### src/ons_pkg.sv
`default_nettype none
package ons_pkg;

  // sizes of the generator
  localparam int MAX_OCTAVES      = 8;
  localparam int SINE_TABLE_DEPTH = 1024;
  localparam int COORD_BITS       = 12;

  // fixed field widths
  localparam int DIM_W   = 13;
  localparam int FREQ_W  = 16;
  localparam int OCT_W   = 4;
  localparam int CFG_W   = 16;
  localparam int PIX_W   = 8;
  localparam int PHASE_W = 16;
  localparam int ADDR_W  = $clog2(SINE_TABLE_DEPTH);

  // 6.28 / (2*pi) in Q0.16
  localparam logic [15:0] TURN_SCALE = 16'd65503;

  // phase datapath widths and depth
  localparam int M1_W       = COORD_BITS + FREQ_W;
  localparam int PROD_W     = M1_W + 16;
  localparam int NUM_W      = PROD_W - 8;
  localparam int DIV_STAGES = (NUM_W + 1) / 2;
  localparam int NUM_PAD    = 2 * DIV_STAGES;
  localparam int PH_STAGES  = DIV_STAGES + 2;

  // accumulator widths
  localparam int ACC_W     = 32 + MAX_OCTAVES;
  localparam int HALF      = (MAX_OCTAVES + 1) / 2;
  localparam int FRAC_BITS = 30 + MAX_OCTAVES - 1;

  // configuration register indexes
  typedef enum logic [1:0] {
    REG_WIDTH   = 2'd0,
    REG_HEIGHT  = 2'd1,
    REG_FREQ    = 2'd2,
    REG_OCTAVES = 2'd3
  } cfg_reg_t;

  typedef logic signed [15:0] sample_t;
  typedef sample_t sine_rom_t [SINE_TABLE_DEPTH];

  localparam longint Q30_ONE = 64'sd1073741824;

  // sin(pi/2 * t), t and result in Q30
  function automatic longint quarter_sine_q30(longint t);
    longint u;
    longint p;
    u = t * t / Q30_ONE;
    p = 64'sd172272;
    p = -64'sd5026995 + p * u / Q30_ONE;
    p = 64'sd85569306 + p * u / Q30_ONE;
    p = -64'sd693598668 + p * u / Q30_ONE;
    p = 64'sd1686629713 + p * u / Q30_ONE;
    return p * t / Q30_ONE;
  endfunction

  // one table entry: sin(2*pi*k/depth) in Q1.15
  function automatic sample_t sine_entry(int k);
    longint a;
    longint quad;
    longint rem;
    longint t;
    longint s;
    a    = longint'(k % SINE_TABLE_DEPTH) * 4;
    quad = a / SINE_TABLE_DEPTH;
    rem  = a % SINE_TABLE_DEPTH;
    t    = (rem <<< 30) / SINE_TABLE_DEPTH;
    if (quad % 2 == 1) begin
      t = Q30_ONE - t;
    end
    s = quarter_sine_q30(t);
    s = (s + 64'sd16384) / 64'sd32768;
    if (s > 64'sd32767) begin
      s = 64'sd32767;
    end
    if (s < 0) begin
      s = 0;
    end
    if ((quad / 2) % 2 == 1) begin
      s = -s;
    end
    return sample_t'(s);
  endfunction

  function automatic sine_rom_t sine_table();
    sine_rom_t tbl;
    for (int k = 0; k < SINE_TABLE_DEPTH; k++) begin
      tbl[k] = sine_entry(k);
    end
    return tbl;
  endfunction

endpackage
`default_nettype wire

### src/ons_phase.sv
`default_nettype none
module ons_phase
  import ons_pkg::*;
(
  input  wire logic                  clk,
  input  wire logic [PH_STAGES-1:0]  en,
  input  wire logic [COORD_BITS-1:0] coord,
  input  wire logic [DIM_W-1:0]      dim,
  input  wire logic [FREQ_W-1:0]     freq,
  output      logic [PHASE_W-1:0]    phase
);

  logic [M1_W-1:0]   m1;
  logic [DIM_W-1:0]  d0;
  logic [PROD_W-1:0] prod;
  logic [NUM_PAD-1:0] num1;
  logic [DIM_W-1:0]  d1;

  // coord times frequency, divisor of zero taken as one
  always_ff @(posedge clk) begin
    if (en[0]) begin
      m1 <= M1_W'(coord) * M1_W'(freq);
      d0 <= (dim == '0) ? DIM_W'(1) : dim;
    end
  end

  // times turn scale, drop the 256 of the divisor
  assign prod = PROD_W'(m1) * PROD_W'(TURN_SCALE);

  always_ff @(posedge clk) begin
    if (en[1]) begin
      num1 <= NUM_PAD'(prod[PROD_W-1:8]);
      d1   <= d0;
    end
  end

  // long division, two quotient bits per stage, only low quotient bits kept
  logic [NUM_PAD-1:0] dn [DIV_STAGES];
  logic [DIM_W-1:0]   dr [DIV_STAGES];
  logic [PHASE_W-1:0] dq [DIV_STAGES];
  logic [DIM_W-1:0]   dd [DIV_STAGES];

  for (genvar j = 0; j < DIV_STAGES; j++) begin : g_div
    logic [NUM_PAD-1:0] n_in;
    logic [DIM_W-1:0]   r_in;
    logic [PHASE_W-1:0] q_in;
    logic [DIM_W-1:0]   d_in;
    logic [NUM_PAD-1:0] n_next;
    logic [DIM_W-1:0]   r_next;
    logic [PHASE_W-1:0] q_next;

    if (j == 0) begin : g_first
      assign n_in = num1;
      assign r_in = '0;
      assign q_in = '0;
      assign d_in = d1;
    end else begin : g_rest
      assign n_in = dn[j-1];
      assign r_in = dr[j-1];
      assign q_in = dq[j-1];
      assign d_in = dd[j-1];
    end

    always_comb begin
      logic [DIM_W:0] r2;
      n_next = n_in;
      r_next = r_in;
      q_next = q_in;
      for (int b = 0; b < 2; b++) begin
        r2 = {r_next, n_next[NUM_PAD-1]};
        n_next = {n_next[NUM_PAD-2:0], 1'b0};
        if (r2 >= {1'b0, d_in}) begin
          r_next = DIM_W'(r2 - {1'b0, d_in});
          q_next = {q_next[PHASE_W-2:0], 1'b1};
        end else begin
          r_next = r2[DIM_W-1:0];
          q_next = {q_next[PHASE_W-2:0], 1'b0};
        end
      end
    end

    always_ff @(posedge clk) begin
      if (en[j+2]) begin
        dn[j] <= n_next;
        dr[j] <= r_next;
        dq[j] <= q_next;
        dd[j] <= d_in;
      end
    end
  end

  assign phase = dq[DIV_STAGES-1];

endmodule
`default_nettype wire

### config.mk
export PLATFORM = sky130hd
export DESIGN_NAME = ons_phase
export DESIGN_NICKNAME = d
export VERILOG_FILES = /design/src/ons_pkg.sv /design/src/ons_phase.sv
export SDC_FILE = /design/constraint.sdc
export NUM_CORES = 2
export LEC_CHECK = 0
export ABC_AREA = 1
export BUFFER_PORTS_ARGS = -buffer_cell sky130_fd_sc_hd__buf_2
export CORE_MARGIN = 3
export CORE_UTILIZATION = 53
export DETAILED_ROUTE_END_ITERATION = 8
export GPL_TIMING_DRIVEN = 0
export PLACE_DENSITY = 0.65
export SLEW_MARGIN = 5
export SYNTH_ARGS = -nofsm -noshare
export SYNTH_HDL_FRONTEND = slang
export SYNTH_SLANG_ARGS = --single-unit
### constraint.sdc
create_clock -name clk -period 9.9 [get_ports clk]
set_input_delay 1.485 -clock clk [delete_from_list [all_inputs] [get_ports clk]]
set_output_delay 1.485 -clock clk [all_outputs]
set_load 0.03 [all_outputs]
==> reports/results.ini <==
[global_route]
grt_max_degree=61
grt-ovfl-total=0
antenna_found_initial=6
first_global_vias=51600
grtUsageTotal_pct=24.4
grt_pass1_wl_um=269000

[sta]
slew_headroom_pct=12.2
fin_skew_ns=0.0357
clock.fmax_mhz=150
worst_slew_pin_slew_ns=1.32
drv_slew=0
holdWs_ns=0.390
fin_tns_setup_ns=0
finalCritPeriodShare_pct=67.4
rsz0062_at_grt=false
final-setup-viol-count=0
layout_min_cycle_time_ns=6.67
hold_viol=0

[clocking]
cts-resized-gates=0
post-cts-setup-buffer-count=0
cts.hold.buffers_added=0
cts_root_buffer=clkbuf_16
htreeDepth=3
numCtsBuffers=101
worstSkewPairLatency_ns=0.71
cts_buffer_depth=3
clk_pin_slew_ns=0.06
cts_tree=done
clock-sinks=910

[floorplan]
core_um2=132000
die-area_um2=138000
ios=78
placementRows=133
die_h_um=372
start_util_pct=53.6
die_w_um=372

[logic_synthesis]
yosysTopAreaCellShare_pct=38.5
ys_ff_latch=910
seq_area_frac_synth_pct=38.5
synth-main-ff-cell=edfxtp_1
yosys_warnings=0
ys_top_cells_by_count=1,899 x nand2_1, 1,292 x inv_1, 910 x edfxtp_1
synthArstFlopShare_pct=0
yosys.area_share.adder_pct=23.7
synth_top_family_by_area=adder cells
synthMostInstantiatedCell=nand2_1
synth_nets=8832
synth_xor_area_share_pct=4.62
synth-compound-area-share_pct=7.88
syn_area_um2=70900
synth_top_cells_by_area=edfxtp_1 39%, fa_1 12%, ha_1 12%
synth_mux_area_share_pct=0
synthSimpleGateAreaFrac_pct=17.4
yosys.area.top_type=edfxtp_1
synth_cells=7685
ys_types=59
synth_edf_count=910
avgSynthCellArea_um2=9.22

[run_status]
outcome=finished, final reports clean

[route]
dr_total_vias=51500
viasPerCell=5.31
wl_um=166000
remaining_drc_errors=0
dr.pass1.iters=6
final_antenna_net_count=0
drtIter0Drc=3444
wl_per_cell_um=17.1

[finish]
syn2layout_area_growth_pct=8.34
utilization_pct=58.1
fin_nets=9001
fin_cells=9698
drive_gt1_share_pct=5.51

[setup_path]
r2r_setup_slack_ns=3.26
arrival_ns=7.12
path_max_fanout=10
worstPathRequired_ns=10.34
end_kind=flip-flop
start_kind=input pin
worstSetupPathType=in2reg

[place]
numPortBuffers=65
dp_hpwl_um=136000
gp_congestion=0.940
placedCellCount=9506

[job]
maxCapViolCount=0

[hold_path]
hold_path_class=reg2reg

[per-layer routing]
layer	track usage [%]	vias up	part of all wire (%)	wire length [um]
met5	0	-	0	0
met4	7.89	0	3.3	5440
met3	2.81	282	4.0	6570
met2	42.2	1168	49	81500
met1	32.1	24500	44	72600
li1	-	25600	-	-
[registers in the layout, indices dropped and copies added, names as in the netlist]
signal / count
dr: 221
dq: 72
dn: 306
g_div.n_in: 36
m1: 28
d1: 13
d0: 13
dd: 221
[cell usage in the layout (no fill, tap or decap), types with 80 or more instances in the layout]
cell       count
a21oi_1      412
clkbuf_16    101
edfxtp_1     910
fa_1         429
ha_1         656
inv_1       1292
nand2_1     1899
nand3_1      294
nand4_1       80
nor2_1       424
o21ai_0      268
xnor2_1      182
xor2_1       192
[cell families (layout without fill, tap and decap cells)]
kind of cell | Yosys count | in the layout
and+or+nand+nor | 2918 | 2918
xor gates and xnor gates | 374 | 374
buffers and inverters | 1424 | 1677
adders and majority gates | 1085 | 1085
other | 0 | 5
AOI/OAI and AO/OA | 974 | 974
DFF | 910 | 910
[area by class of cell]
cell class | count | area, um^2
Fill cell | 11700 | 55300
Multi-Input combinational cell | 5351 | 38000
Buffer | 109 | 642
Clock buffer | 116 | 2580
Clock inverter | 71 | 754
Antenna cell | 5 | 12.5
Sequential cell | 910 | 27300
Inverter | 1315 | 4950
Tap cell | 1755 | 2200
Timing Repair Buffer | 66 | 365
[metrics by stage]
step	area [um^2]	worst slack, ns
floorplan	70900	3.52
global placement	73400	2.65
detailed placement	73400	2.66
CTS	76800	3.32
global route	76800	2.94
finish	76800	3.23
[worst max-delay path, cell delays in order]
cell	delay, ns
clkbuf_1	0.38
clkbuf_1	0.51
nand2_1	0.16
fa_1	0.53
inv_1	0.06
fa_1	0.53
fa_1	0.55
inv_1	0.06
fa_1	0.53
inv_1	0.06
fa_1	0.47
ha_1	0.37
nand2_1	0.10
inv_1	0.07
a21oi_1	0.32
nor2_1	0.09
nor2_1	0.09
o21ai_0	0.15
a21oi_1	0.28
o21ai_0	0.15
xor2_1	0.16
[worst paths after layout]
| path | startpoint | end | cells past startpoint |
|---|---|---|---|
| worst max-delay path | coord[10] | m1[23]$_DFFE_PP_ | 21 |
| worst min-delay path | dn[2][23]$_DFFE_PP_ | dn[3][25]$_DFFE_PP_ | 0 |
| worst max register to register | m1[3]$_DFFE_PP_ | g_div[0].n_in[32]$_DFFE_PP_ | 20 |
| worst min register to register | dn[2][23]$_DFFE_PP_ | dn[3][25]$_DFFE_PP_ | 0 |
Power is left out: the tool's default activity adds up to more than one toggle a clock period on the data nets, which glitch-free logic cannot reach.
